<file path="src/design/circular_double_ended_queue_core_assert.svh">
// Assertion macros for the circular double-ended queue core.
`ifndef CIRCULAR_DOUBLE_ENDED_QUEUE_CORE_ASSERT_SVH
`define CIRCULAR_DOUBLE_ENDED_QUEUE_CORE_ASSERT_SVH

`ifndef SYNTH
`define CDQ_ASSERT_SAME(label, clock, rstn, ante, cons) \
	label: assert property (@(posedge clock) disable iff (!(rstn)) (ante) |-> (cons)) \
		else $error("cdq assertion failed in the same cycle");
`define CDQ_ASSERT_NEXT(label, clock, rstn, ante, cons) \
	label: assert property (@(posedge clock) disable iff (!(rstn)) (ante) |=> (cons)) \
		else $error("cdq assertion failed in the next cycle");
`else
`define CDQ_ASSERT_SAME(label, clock, rstn, ante, cons)
`define CDQ_ASSERT_NEXT(label, clock, rstn, ante, cons)
`endif

`endif

</file>
<file path="src/design/cdq_pkg.sv">
// Shared types and codes of the circular double-ended queue core.
`default_nettype none
package cdq_pkg;

	typedef enum logic [2:0] {
		REQ_PUSH_BACK  = 3'd0,
		REQ_PUSH_FRONT = 3'd1,
		REQ_POP_BACK   = 3'd2,
		REQ_POP_FRONT  = 3'd3,
		REQ_READ       = 3'd4,
		REQ_CLEAR      = 3'd5,
		REQ_SET_LEN    = 3'd6
	} req_t;

	typedef enum logic [1:0] {
		ST_OK    = 2'd0,
		ST_EMPTY = 2'd1,
		ST_FULL  = 2'd2,
		ST_INDEX = 2'd3
	} status_t;

	typedef enum logic [2:0] {
		OP_NONE       = 3'd0,
		OP_PUSH_BACK  = 3'd1,
		OP_PUSH_FRONT = 3'd2,
		OP_POP_BACK   = 3'd3,
		OP_POP_FRONT  = 3'd4,
		OP_READ       = 3'd5,
		OP_CLEAR      = 3'd6
	} op_t;

	typedef struct packed {
		op_t     op;
		logic    load_req;
		logic    load_out;
		logic    set_status;
		status_t status;
	} cmd_t;

	typedef struct packed {
		req_t req;
		logic full;
		logic empty;
		logic pos_oob;
		logic len_big;
		logic len_gt;
		logic len_lt;
		logic out_busy;
	} sts_t;

endpackage
`default_nettype wire

</file>
<file path="src/design/cdq_ram.sv">
// Generic RAM with one write port and two registered read ports.
`default_nettype none
module cdq_ram #(
	parameter int WIDTH = 32,
	parameter int DEPTH = 16
) (
	input  wire logic                     clk,
	input  wire logic                     wr_en,
	input  wire logic [$clog2(DEPTH)-1:0] wr_addr,
	input  wire logic [WIDTH-1:0]         wr_data,
	input  wire logic [$clog2(DEPTH)-1:0] rd_addr_a,
	output logic      [WIDTH-1:0]         rd_data_a,
	input  wire logic [$clog2(DEPTH)-1:0] rd_addr_b,
	output logic      [WIDTH-1:0]         rd_data_b
);

	logic [WIDTH-1:0] mem_q [DEPTH];

	always_ff @(posedge clk) begin
		if (wr_en) begin
			mem_q[wr_addr] <= wr_data;
		end
		rd_data_a <= mem_q[rd_addr_a];
		rd_data_b <= mem_q[rd_addr_b];
	end

endmodule
`default_nettype wire

</file>
<file path="src/design/cdq_ctrl.sv">
// Controller state machine that sequences each request of the queue.
`default_nettype none
module cdq_ctrl (
	input  wire logic          clk,
	input  wire logic          arst_n,
	input  wire logic          in_valid,
	output logic               in_ready,
	input  wire cdq_pkg::sts_t sts,
	output cdq_pkg::cmd_t      cmd
);

	typedef enum logic [4:0] {
		S_IDLE = 5'b00001,
		S_EXEC = 5'b00010,
		S_SIZE = 5'b00100,
		S_LOOK = 5'b01000,
		S_RESP = 5'b10000
	} state_t;

	state_t state_q;
	state_t state_d;

	always_ff @(posedge clk or negedge arst_n) begin
		if (!arst_n) begin
			state_q <= S_IDLE;
		end else begin
			state_q <= state_d;
		end
	end

	assign in_ready = (state_q == S_IDLE);

	always_comb begin
		state_d        = state_q;
		cmd.op         = cdq_pkg::OP_NONE;
		cmd.load_req   = 1'b0;
		cmd.load_out   = 1'b0;
		cmd.set_status = 1'b0;
		cmd.status     = cdq_pkg::ST_OK;
		case (state_q)
			S_IDLE: begin
				if (in_valid) begin
					cmd.load_req = 1'b1;
					state_d      = S_EXEC;
				end
			end
			S_EXEC: begin
				state_d = S_LOOK;
				case (sts.req)
					cdq_pkg::REQ_PUSH_BACK, cdq_pkg::REQ_PUSH_FRONT: begin
						if (sts.full) begin
							cmd.set_status = 1'b1;
							cmd.status     = cdq_pkg::ST_FULL;
						end else if (sts.req == cdq_pkg::REQ_PUSH_BACK) begin
							cmd.op = cdq_pkg::OP_PUSH_BACK;
						end else begin
							cmd.op = cdq_pkg::OP_PUSH_FRONT;
						end
					end
					cdq_pkg::REQ_POP_BACK, cdq_pkg::REQ_POP_FRONT: begin
						if (sts.empty) begin
							cmd.set_status = 1'b1;
							cmd.status     = cdq_pkg::ST_EMPTY;
						end else if (sts.req == cdq_pkg::REQ_POP_BACK) begin
							cmd.op = cdq_pkg::OP_POP_BACK;
						end else begin
							cmd.op = cdq_pkg::OP_POP_FRONT;
						end
					end
					cdq_pkg::REQ_READ: begin
						if (sts.empty) begin
							cmd.set_status = 1'b1;
							cmd.status     = cdq_pkg::ST_EMPTY;
						end else if (sts.pos_oob) begin
							cmd.set_status = 1'b1;
							cmd.status     = cdq_pkg::ST_INDEX;
						end else begin
							cmd.op = cdq_pkg::OP_READ;
						end
					end
					cdq_pkg::REQ_CLEAR: begin
						cmd.op = cdq_pkg::OP_CLEAR;
					end
					cdq_pkg::REQ_SET_LEN: begin
						if (sts.len_big) begin
							cmd.set_status = 1'b1;
							cmd.status     = cdq_pkg::ST_FULL;
						end else begin
							state_d = S_SIZE;
						end
					end
					default: begin
					end
				endcase
			end
			S_SIZE: begin
				if (sts.len_gt) begin
					cmd.op = cdq_pkg::OP_POP_BACK;
				end else if (sts.len_lt) begin
					cmd.op = cdq_pkg::OP_PUSH_BACK;
				end else begin
					state_d = S_LOOK;
				end
			end
			S_LOOK: begin
				state_d = S_RESP;
			end
			S_RESP: begin
				if (!sts.out_busy) begin
					cmd.load_out = 1'b1;
					state_d      = S_IDLE;
				end
			end
			default: begin
				state_d = S_IDLE;
			end
		endcase
	end

endmodule
`default_nettype wire

</file>
<file path="src/design/cdq_dpath.sv">
// Datapath of the queue: pointers, element store and result register.
`default_nettype none
module cdq_dpath #(
	parameter int CAPACITY   = 16,
	parameter int DATA_WIDTH = 32,
	localparam int AW = $clog2(CAPACITY),
	localparam int CW = $clog2(CAPACITY + 1)
) (
	input  wire logic                  clk,
	input  wire logic                  arst_n,
	input  wire cdq_pkg::cmd_t         cmd,
	output cdq_pkg::sts_t              sts,
	input  wire logic [2:0]            req_type,
	input  wire logic [DATA_WIDTH-1:0] item_value,
	input  wire logic [AW-1:0]         position,
	input  wire logic [CW-1:0]         new_length,
	input  wire logic                  out_ready,
	output logic                       out_valid,
	output logic [DATA_WIDTH-1:0]      read_data,
	output logic [DATA_WIDTH-1:0]      front_value,
	output logic [DATA_WIDTH-1:0]      back_value,
	output logic [CW-1:0]              count,
	output logic                       is_empty,
	output cdq_pkg::status_t           status
);

	localparam logic [AW-1:0] LAST  = AW'(CAPACITY - 1);
	localparam logic [AW:0]   CAP_W = (AW + 1)'(CAPACITY);
	localparam logic [CW-1:0] CAP_C = CW'(CAPACITY);

	cdq_pkg::req_t    req_q;
	cdq_pkg::status_t status_q;
	logic [DATA_WIDTH-1:0] val_q;
	logic [DATA_WIDTH-1:0] rd_q;
	logic [AW-1:0]         pos_q;
	logic [CW-1:0]         len_q;

	logic [AW-1:0] head_q, tail_q, head_d, tail_d;
	logic [CW-1:0] cnt_q, cnt_d;
	logic          rd_pend_q;
	logic          out_valid_q;

	logic [AW-1:0] head_inc, head_dec, tail_inc, tail_dec;
	logic [AW:0]   idx_sum;
	logic [AW-1:0] idx;

	logic                  wr_en;
	logic [AW-1:0]         wr_addr;
	logic [AW-1:0]         rd_addr_a;
	logic [DATA_WIDTH-1:0] rd_data_a, rd_data_b;

	assign head_inc = (head_q == LAST) ? '0 : head_q + 1'b1;
	assign head_dec = (head_q == '0) ? LAST : head_q - 1'b1;
	assign tail_inc = (tail_q == LAST) ? '0 : tail_q + 1'b1;
	assign tail_dec = (tail_q == '0) ? LAST : tail_q - 1'b1;

	assign idx_sum = {1'b0, head_q} + {1'b0, pos_q};
	always_comb begin
		logic [AW:0] wrapped;
		wrapped = (idx_sum >= CAP_W) ? idx_sum - CAP_W : idx_sum;
		idx     = wrapped[AW-1:0];
	end

	always_comb begin
		head_d  = head_q;
		tail_d  = tail_q;
		cnt_d   = cnt_q;
		wr_en   = 1'b0;
		wr_addr = tail_q;
		case (cmd.op)
			cdq_pkg::OP_PUSH_BACK: begin
				wr_en = 1'b1;
				if (cnt_q == '0) begin
					head_d = '0;
					tail_d = '0;
				end else begin
					tail_d = tail_inc;
				end
				wr_addr = tail_d;
				cnt_d   = cnt_q + 1'b1;
			end
			cdq_pkg::OP_PUSH_FRONT: begin
				wr_en = 1'b1;
				if (cnt_q == '0) begin
					head_d = LAST;
					tail_d = LAST;
				end else begin
					head_d = head_dec;
				end
				wr_addr = head_d;
				cnt_d   = cnt_q + 1'b1;
			end
			cdq_pkg::OP_POP_BACK: begin
				if (cnt_q == CW'(1)) begin
					head_d = '0;
					tail_d = '0;
				end else begin
					tail_d = tail_dec;
				end
				cnt_d = cnt_q - 1'b1;
			end
			cdq_pkg::OP_POP_FRONT: begin
				if (cnt_q == CW'(1)) begin
					head_d = '0;
					tail_d = '0;
				end else begin
					head_d = head_inc;
				end
				cnt_d = cnt_q - 1'b1;
			end
			cdq_pkg::OP_CLEAR: begin
				head_d = '0;
				tail_d = '0;
				cnt_d  = '0;
			end
			default: begin
			end
		endcase
	end

	assign rd_addr_a = (cmd.op == cdq_pkg::OP_READ) ? idx : head_q;

	cdq_ram #(
		.WIDTH (DATA_WIDTH),
		.DEPTH (CAPACITY)
	) u_ram (
		.clk       (clk),
		.wr_en     (wr_en),
		.wr_addr   (wr_addr),
		.wr_data   (val_q),
		.rd_addr_a (rd_addr_a),
		.rd_data_a (rd_data_a),
		.rd_addr_b (tail_q),
		.rd_data_b (rd_data_b)
	);

	always_ff @(posedge clk or negedge arst_n) begin
		if (!arst_n) begin
			head_q      <= '0;
			tail_q      <= '0;
			cnt_q       <= '0;
			rd_pend_q   <= 1'b0;
			out_valid_q <= 1'b0;
		end else begin
			head_q    <= head_d;
			tail_q    <= tail_d;
			cnt_q     <= cnt_d;
			rd_pend_q <= (cmd.op == cdq_pkg::OP_READ);
			if (cmd.load_out) begin
				out_valid_q <= 1'b1;
			end else if (out_ready) begin
				out_valid_q <= 1'b0;
			end
		end
	end

	always_ff @(posedge clk) begin
		if (cmd.load_req) begin
			req_q    <= cdq_pkg::req_t'(req_type);
			val_q    <= item_value;
			pos_q    <= position;
			len_q    <= new_length;
			rd_q     <= '0;
			status_q <= cdq_pkg::ST_OK;
		end else begin
			if (rd_pend_q) begin
				rd_q <= rd_data_a;
			end
			if (cmd.set_status) begin
				status_q <= cmd.status;
			end
		end
		if (cmd.load_out) begin
			read_data   <= rd_q;
			front_value <= (cnt_q == '0) ? '0 : rd_data_a;
			back_value  <= (cnt_q == '0) ? '0 : rd_data_b;
			count       <= cnt_q;
			is_empty    <= (cnt_q == '0);
			status      <= status_q;
		end
	end

	assign out_valid = out_valid_q;

	assign sts.req      = req_q;
	assign sts.full     = (cnt_q == CAP_C);
	assign sts.empty    = (cnt_q == '0);
	assign sts.pos_oob  = (CW'(pos_q) >= cnt_q);
	assign sts.len_big  = (len_q > CAP_C);
	assign sts.len_gt   = (cnt_q > len_q);
	assign sts.len_lt   = (cnt_q < len_q);
	assign sts.out_busy = out_valid_q & ~out_ready;

endmodule
`default_nettype wire

</file>
<file path="src/design/circular_double_ended_queue_core.sv">
// Top level of the circular double-ended queue core.
//
// Requests arrive on the s_axis channel, one transaction per request, with the
// request code in s_axis_tuser. Each request gives exactly one result
// transaction on the m_axis channel, carrying the read data, the front and
// back elements, the count and the empty flag, with the status in m_axis_tuser.
// The block handles one request at a time. Push, pop, read, clear and an
// unused code pass through the execute, look and response states after
// acceptance before loading the result register, and the next request can be
// taken in the cycle after that. A set-length request passes through a resize
// state that drops or adds elements at the back until the count matches the
// new length; the store has one write port, so fills write one entry per cycle.
// The next request is accepted as soon as the previous result has been loaded,
// even while it still waits to be taken. If the receiver stalls, the result
// holds and a further finished result waits until the register frees.
// Reset empties the queue and drops any pending result; stored elements are
// left as they were and are never read before being written again.
`default_nettype none
module circular_double_ended_queue_core #(
	parameter int CAPACITY   = 16,
	parameter int DATA_WIDTH = 32,
	localparam int AW      = $clog2(CAPACITY),
	localparam int CW      = $clog2(CAPACITY + 1),
	localparam int IN_TW   = ((DATA_WIDTH + AW + CW + 7) / 8) * 8,
	localparam int OUT_TW  = ((3 * DATA_WIDTH + CW + 1 + 7) / 8) * 8
) (
	input  wire logic              clk,
	input  wire logic              arst_n,
	input  wire logic              s_axis_tvalid,
	output logic                   s_axis_tready,
	// Fields from bit 0: item_value, position, new_length, zero padding.
	input  wire logic [IN_TW-1:0]  s_axis_tdata,
	// Fields from bit 0: req_type.
	input  wire logic [2:0]        s_axis_tuser,
	output logic                   m_axis_tvalid,
	input  wire logic              m_axis_tready,
	// Fields from bit 0: read_data, front_value, back_value, count, is_empty, padding.
	output logic [OUT_TW-1:0]      m_axis_tdata,
	// Fields from bit 0: status.
	output logic [1:0]             m_axis_tuser
);

	`include "circular_double_ended_queue_core_assert.svh"

	cdq_pkg::cmd_t    cmd;
	cdq_pkg::sts_t    sts;
	cdq_pkg::status_t status;

	logic [DATA_WIDTH-1:0] read_data, front_value, back_value;
	logic [CW-1:0]         count;
	logic                  is_empty;

	cdq_ctrl u_ctrl (
		.clk      (clk),
		.arst_n   (arst_n),
		.in_valid (s_axis_tvalid),
		.in_ready (s_axis_tready),
		.sts      (sts),
		.cmd      (cmd)
	);

	cdq_dpath #(
		.CAPACITY   (CAPACITY),
		.DATA_WIDTH (DATA_WIDTH)
	) u_dpath (
		.clk         (clk),
		.arst_n      (arst_n),
		.cmd         (cmd),
		.sts         (sts),
		.req_type    (s_axis_tuser),
		.item_value  (s_axis_tdata[DATA_WIDTH-1:0]),
		.position    (s_axis_tdata[DATA_WIDTH +: AW]),
		.new_length  (s_axis_tdata[DATA_WIDTH + AW +: CW]),
		.out_ready   (m_axis_tready),
		.out_valid   (m_axis_tvalid),
		.read_data   (read_data),
		.front_value (front_value),
		.back_value  (back_value),
		.count       (count),
		.is_empty    (is_empty),
		.status      (status)
	);

	assign m_axis_tdata = OUT_TW'({is_empty, count, back_value, front_value, read_data});
	assign m_axis_tuser = status;

	`CDQ_ASSERT_NEXT(a_one_at_a_time, clk, arst_n, s_axis_tvalid && s_axis_tready, !s_axis_tready)
	`CDQ_ASSERT_SAME(a_empty_ends_zero, clk, arst_n, m_axis_tvalid && is_empty, front_value == '0 && back_value == '0)
	`CDQ_ASSERT_SAME(a_error_no_data, clk, arst_n, m_axis_tvalid && status != cdq_pkg::ST_OK, read_data == '0)
	`CDQ_ASSERT_SAME(a_count_bound, clk, arst_n, m_axis_tvalid, count <= CW'(CAPACITY) && is_empty == (count == '0))

endmodule
`default_nettype wire
</file>
<file path="config.mk">
export PLATFORM = sky130hd
export DESIGN_NAME = circular_double_ended_queue_core
export DESIGN_NICKNAME = d
export VERILOG_FILES = /design/src/design/cdq_pkg.sv /design/src/design/cdq_ram.sv /design/src/design/cdq_ctrl.sv /design/src/design/cdq_dpath.sv /design/src/design/circular_double_ended_queue_core.sv
export VERILOG_INCLUDE_DIRS = /design/src /design/src/design
export SDC_FILE = /design/constraint.sdc
export NUM_CORES = 1
export LEC_CHECK = 0
export BUFFER_PORTS_ARGS = -buffer_cell sky130_fd_sc_hd__buf_4
export CORE_AREA = 2 2 238 240
export CTS_CLUSTER_SIZE = 10
export DETAILED_ROUTE_END_ITERATION = 12
export DIE_AREA = 0 0 240 242
export PLACE_DENSITY = 0.81
export SYNTH_ARGS = -nofsm -noshare
export SYNTH_HDL_FRONTEND = slang
export SYNTH_SLANG_ARGS = --single-unit
</file>
<file path="constraint.sdc">
create_clock -name clk -period 10.71 [get_ports clk]
set_clock_uncertainty 0.15 [all_clocks]
set_input_delay 1.6065 -clock clk [delete_from_list [all_inputs] [get_ports clk]]
set_output_delay 1.6065 -clock clk [all_outputs]
set_load 0.02 [all_outputs]
</file>
**Yosys cells after proc, flatten, opt, wreduce, memory -nomap -nowiden**

Memories as Yosys holds them, arrays and structs flattened. A register that Yosys moved wholly into a read port is not among the register bits.
Cells that the tools add are included.

- Flip-flop bits (word level): 202
- Bits in writable memories: 512
- Input port bits: 55
- Logic and storage cells: 127
- Memories: 1

Memories:

| name | depth | bits a word | rd ports | clocked after Yosys merged registers in | write ports | line | text |
|---|---|---|---|---|---|---|---|
| u_dpath.u_ram.mem_q | 16 | 32 | 2 | 2 | 1 | cdq_ram.sv:17 | `logic [WIDTH-1:0] mem_q [DEPTH];` |

- Add/sub/neg operators: 8
- Magnitude comparators: 5
- Eq/ne operators: 29
- Mux-type cells: 50
- Bitwise logic cells: 2
- Reductions and logical operators: 14

Operators with widths:

| cell | number |
|---|---|
| $mux W4 | 15 |
| $pmux W4 S5 | 2 |
| $mux W3 | 12 |
| $pmux W5 S5 | 1 |
| $pmux W3 S4 | 2 |
| $mux W5 | 4 |
| $eq A3 B3 Y1 const B | 6 |
| $pmux W5 S3 | 1 |
| $eq A3 B2 Y1 const B | 4 |
| $ne A2 B2 Y1 const B | 6 |
| $sub A4 B1 Y4 const B | 3 |
| $eq A5 B1 Y1 const B | 2 |
| $eq A5 B5 Y1 const B | 2 |
| $mux W1 | 10 |
| $add A4 B1 Y4 const B | 2 |
| $eq A4 B4 Y1 const B | 2 |
| $logic_not A4 Y1 | 2 |
| $pmux W4 S2 | 1 |
| $reduce_or A2 Y1 | 4 |
| $eq A3 B1 Y1 const B | 2 |
| $pmux W3 S2 | 1 |
| $reduce_and A3 Y1 | 2 |
| $add A4 B4 Y5 | 1 |
| $add A5 B1 Y5 const B | 1 |
| other kinds (19) | 20 |

**Logic depth before layout (Yosys ltp)**

- Word-level depth: 10
- Mapped depth: 15
- Depth with buffers taken out: 11

**Cells and area by module**

From an unflattened synthesis, not the netlist that was laid out.

- Cells, all modules: 1780
- Area, all modules: 32667.6 µm²

Modules (own cells, without submodules):

| module | instances | cells each | area each (µm²) | seq. area each (µm²) |
|---|---|---|---|---|
| cdq_ram | 1 | 1141 | 24203.2 | 16656.0 |
| cdq_dpath | 1 | 573 | 7912.6 | 5500.3 |
| cdq_ctrl | 1 | 62 | 525.5 | 126.4 |
| circular_double_ended_queue_core | 1 | 4 | 26.3 | 0.0 |

**Worst setup path after synthesis**

No wires, ideal clock.

- Path kind: reg-to-reg
- Start: register u_dpath.cnt_q[2]
- End: memory u_dpath.u_ram.mem_q[4][0] (enable)
- Library setup time: 0.461 ns
- Arrival time: 4.836 ns
- Data required time: 10.099 ns
- Setup slack: 5.263 ns
- Cell stages (with the launch flop): 13
- Path buffers: 2
- Period minus slack after synthesis: 5.447 ns
- Cell sequence: dfrtp_1 clkbuf_1 inv_1 ha_1 a21oi_1 o21ai_0 o31a_1 o211ai_1 clkbuf_1 a211oi_1 o21ai_0 nand2_1 nor3_1

- Longest elaborated chain between the ends: 10
- Elaborated cells on any way between the ends: 22
- Those cells by class: 3 x order compare; 3 x eq/ne; 14 x mux; 2 x reduce/logical

RTL lines:

| what | line | text |
|---|---|---|
| start, declared | cdq_dpath.sv:39 | `logic [CW-1:0] cnt_q, cnt_d;` |
| start signal, assigned | cdq_dpath.sv:147 | `cnt_q <= cnt_d;` |
| $ge A4 B5 Y1 | cdq_dpath.sv:188 | `assign sts.pos_oob = (CW'(pos_q) >= cnt_q);` |
| $mux W3 | cdq_ctrl.sv:74 | `end else if (sts.pos_oob) begin` |
| $mux W3 | cdq_ctrl.sv:71 | `if (sts.empty) begin` |
| $pmux W3 S4 | cdq_ctrl.sv:49 | `case (sts.req)` |
| $pmux W3 S2 | cdq_ctrl.sv:40 | `case (state_q)` |
| $eq A3 B1 Y1 / $eq A3 B2 Y1 (equally long branches) | cdq_dpath.sv:70 | `case (cmd.op)` |
| $reduce_or A2 Y1 (no line) | -- |  |
| $mux W1 | cdq_dpath.sv:70 |  |
| $mux W1 | cdq_ram.sv:20 | `if (wr_en) begin` |
| $mux W1 (implied by the code) | cdq_ram.sv:21 | `mem_q[wr_addr] <= wr_data;` |
| end, declared | cdq_ram.sv:17 |  |

Several ways; a longest one is shown, not always the timed one.

**Worst setup path in the final report**

- Start: register u_dpath.cnt_q[2]
- End: register u_dpath.u_ram.rd_data_a[3], read port of u_dpath.u_ram.mem_q

- Longest elaborated chain between the ends: 7
- Elaborated cells on any way between the ends: 15
- Those cells by class: 3 x order compare; 2 x eq/ne; 9 x mux; 1 x reduce/logical

RTL lines:

| what | line | text |
|---|---|---|
| $ge A4 B5 Y1 | cdq_dpath.sv:188 |  |
| $mux W3 | cdq_ctrl.sv:74 |  |
| $mux W3 | cdq_ctrl.sv:71 |  |
| $pmux W3 S4 | cdq_ctrl.sv:49 |  |
| $pmux W3 S2 * | cdq_ctrl.sv:40 |  |
| $eq A3 B3 Y1 * | cdq_dpath.sv:121 | `assign rd_addr_a = (cmd.op == cdq_pkg::OP_READ) ? idx : head_q;` |
| $mux W4 * | cdq_dpath.sv:121 |  |
| end, declared | cdq_ram.sv:12 | `output logic [WIDTH-1:0] rd_data_a,` |

Mark *: on every way between the ends. The rest lies on a longest branch, timed or not.
A chain may end at the register's enable or synchronous reset.

==> impl_metrics.toml <==
[outcome]
outcome = "finished clean"

[setup_path]
cp.depth = 13
crit_top_cell = "buf_4"
critPathLaunch = "u_dpath.cnt_q[2]$_DFFE_PN0P_"
slowest_stage = "buf_4"
timing.rr.start = "u_dpath.cnt_q[2]$_DFFE_PN0P_"
r2r.worst_path.cells = 13
path_cells = "inv_1 -> ha_1 -> a21oi_1 -> o21ai_0 -> o31ai_1 -> nand2_4 -> inv_4 -> a21o_4 -> buf_4 -> buf_4 -> mux2i_1 -> o22ai_1 -> or4_1"
worstSetupStartpointType = "flop"
rr_endpoint = "u_dpath.u_ram.rd_data_a[3]$_DFF_P_"
path_class = "reg2reg"
cp_top_family = "buffers and inverters"
arrival_ns = 6.37
max_stage_delay_ns = 0.82
worst-path-buf-inv = 4
worst-path-max-fanout = 53
critPathCaptureType = "flop"
reg2reg_slack_ns = 4.68
cp.required_ns = 11.05
cp-endpoint = "u_dpath.u_ram.rd_data_a[3]$_DFF_P_"

[grt]
grt_pass1_vias = 19430
overflow = 0
grt_pass1_wl_um = 118500
grt_max_degree = 77
antenna_found_initial = 2
track_usage = 0.2778

[power_and_ir_drop]
switching_share = 0.3162
p_seq_frac = 0.434
switchingPower_mw = 3.049
p_clk_frac = 0.279
p_leak_nw = 12.98
vdd_drop_max_mv = 0.1965
combinationalPowerShare = 0.288
p_int_mw = 6.593
pwr_density_cell_nw_per_um2 = 257.0

[die]
rows = 87
fp.dieW_um = 240
core_um2 = 55730
initial_core_util = 0.5924
die_h_um = 242
fp.dieArea_um2 = 58080
pin_count = 163

[timing]
slew_headroom = 0.05696
setup_tns_ns = 0
finalCriticalPeriod_ns = 6.033
rsz0062_at_grt = "false"
fin_ws_ns = 4.677
timing.hold.ws_ns = 0.2809
setup_viol = 0
hold_violations = 0
min_period_over_period = 0.5633
drv_slew = 0
max_freq_mhz = 165.8
worst_slew_pin_slew_ns = 1.393

[yosys]
avgSynthCellArea_um2 = 17.06
synth_top_family_by_area = "multiplexers"
synth_xor_area_frac = 0.002387
synth_area_um2 = 33020
ys_seq_area_frac = 0.6749
async_reset_ff_frac = 0.02571
synth_ff_type = "edfxtp_1"
synthSimpleGateAreaFrac = 0.04563
ys_warn_count = 0
synth_compound_area_frac = 0.04957
synth_seq_cells = 778
synth_mux_area_frac = 0.1964
yosys.area_share.adder = 0.008564
synth_cell_type_count = 72
synth_edf_count = 660
synthCells = 1935

[cts]
clock_path_buffers = 3
h-tree-depth = 3
clkSinkCount = 778
hold_buffers = 0
post_cts_buffers = 0
clk_latency_ns = 0.64
cts.clk_slew.worst_paths_ns = 0.06
root_buffer = "clkbuf_16"
post_cts_resized = 0
numCtsBuffers = 88
cts_tree = "done"

[route]
firstDrtPassIters = 7
vias = 19310
drt-initial-drc-count = 2548
viasPerCell = 6.626
postRouteAntennaNets = 0
drt_wl_total_um = 80260
post-route-drc-count = 0
routedWlPerCell_um = 27.54

[layout]
layout-drive-gt1-share = 0.2285
seq_area_um2 = 22290
multi_input_area_um2 = 10190
nFillCells = 3595
final_cell_count_no_fill = 2914
nets = 2169
antenna-diode-count = 0
syn_to_final_growth_pct = 13.63

[worst_hold_path]
hold_path_class = "reg2reg"

[placement]
io_buffers = 153
routabilityCongestion = 0.8562
place_hpwl_um = 43990
post-place-ws_ns = 4.856
placed_cells = 2758

[run]
cap_violations = 0
[cells by family (layout without fill, tap and decap cells)]
logic type / Yosys count / in the layout
flops: 778 / 778
other cells: 1 / 2
fa+ha+maj: 22 / 22
mux: 448 / 448
simple gates: 276 / 276
xor+xnor: 9 / 9
buf+inv: 150 / 372
compound gates: 251 / 251
[per-stage QoR]
step	cell area, µm²	total power [mW]	util
final	37520	9.642	0.6732
after floorplan	33020	6.167	-
after global placement	34960	6.851	0.6274
after detailed placement	34960	6.951	0.6274
after global routing	37520	10.00	0.6732
after CTS	37520	9.637	0.6732
[worst min path at each step]
| stage | start | slack, ns | end | depth (start not counted) |
|---|---|---|---|---|
| 2_1_floorplan | u_dpath.rd_q[0]$_SDFFE_PP0P_ | 0.26 | u_dpath.read_data[0]$_DFFE_PP_ | 0 |
| 3_3_place_gp | u_dpath.rd_q[22]$_SDFFE_PP0P_ | 0.27 | u_dpath.read_data[22]$_DFFE_PP_ | 0 |
| 3_5_place_dp | u_dpath.rd_q[24]$_SDFFE_PP0P_ | 0.27 | u_dpath.read_data[24]$_DFFE_PP_ | 0 |
| 4_1_cts | u_dpath.rd_q[28]$_SDFFE_PP0P_ | 0.28 | u_dpath.read_data[28]$_DFFE_PP_ | 0 |
| 5_1_grt | u_dpath.rd_q[8]$_SDFFE_PP0P_ | 0.29 | u_dpath.read_data[8]$_DFFE_PP_ | 0 |
| 6_report | u_dpath.rd_q[20]$_SDFFE_PP0P_ | 0.28 | u_dpath.read_data[20]$_DFFE_PP_ | 0 |
[per-layer routing]
| layer | vias to the layer above | wire length [µm] | global-route usage |
|---|---|---|---|
| li1 | 8142 | - | - |
| met1 | 9685 | 29970 | 0.3711 |
| met2 | 1249 | 38930 | 0.4462 |
| met3 | 233 | 8536 | 0.05937 |
| met4 | 0 | 2813 | 0.1173 |
| met5 | - | 0 | 0 |
[power by group through the flow]
stage | sequential, mW | clock [mW] | combinational, mW
floorplan | 3.98 | 0 | 2.18
global placement | 4.19 | 0 | 2.66
detailed placement | 4.22 | 0 | 2.73
CTS | 4.16 | 2.71 | 2.76
global route | 4.22 | 2.83 | 2.95
finish | 4.18 | 2.69 | 2.78
[cells in the mapped netlist (3+ instances only)]
library cell    n  area [µm²]
nor3_1         14       70.07
xnor2_1         5       43.79
buf_4          11       82.58
buf_2          11       55.05
nor2_1         80       300.3
clkbuf_1       72       270.3
nor3b_1         3       22.52
o31ai_1         6       45.04
and2_1         68       425.4
o22ai_1       131       819.5
nor2b_1         6       37.54
a211oi_1       10       75.07
inv_1          23       86.33
dfxtp_1        98        1962
o41ai_1         3       26.28
xor2_1          4       35.03
a32oi_1        10       87.58
or4_1          34       255.2
mux4_2        160        3603
nand2_1        27       101.4
a21o_1          4       30.03
nand2b_1        8       50.05
o211ai_1        3       22.52
and3_1          8       50.05
dfrtp_1        19       475.5
edfxtp_1      660       19820
a21oi_1        33       165.2
buf_1          16       60.06
o21ai_0        22       110.1
nand3_1        11       55.05
a31oi_1         3       18.77
mux2i_1       288        2883
buf_6          16       180.2
ha_1           21       262.8
[cell usage in the layout, fill, tap and decap left out, types with 10 or more instances in the layout]
master	n
a211oi_1	10
a21oi_1	33
and2_1	68
buf_4	192
clkbuf_1	59
clkbuf_16	88
dfrtp_1	14
dfxtp_1	98
edfxtp_1	660
ha_1	21
inv_1	23
mux2i_1	288
mux4_2	160
nand2_1	27
nand3_1	11
nor2_1	66
nor2_4	15
nor3_1	12
o21ai_0	22
o22ai_1	131
or4_1	34
[final cells by class]
type	count	share of cell area
timing repair buffer	192	0.03842
clock buffer	149	0.06533
tap	756	0.02521
inverter	24	0.002468
multi-input combinational	1008	0.2716
clock inverter	7	0.002701
sequential	778	0.5942
[sequential cells by signal, summed over array words and instances, names as in the netlist, 32 cells and up]
name                     flops
u_dpath.rd_q                32
u_dpath.u_ram.rd_data_a     32
u_dpath.back_value          32
u_dpath.front_value         32
u_dpath.u_ram.mem_q        512
u_dpath.read_data           32
u_dpath.val_q               32
u_dpath.u_ram.rd_data_b     32
Note: power is estimated with default switching activity, not from simulation.
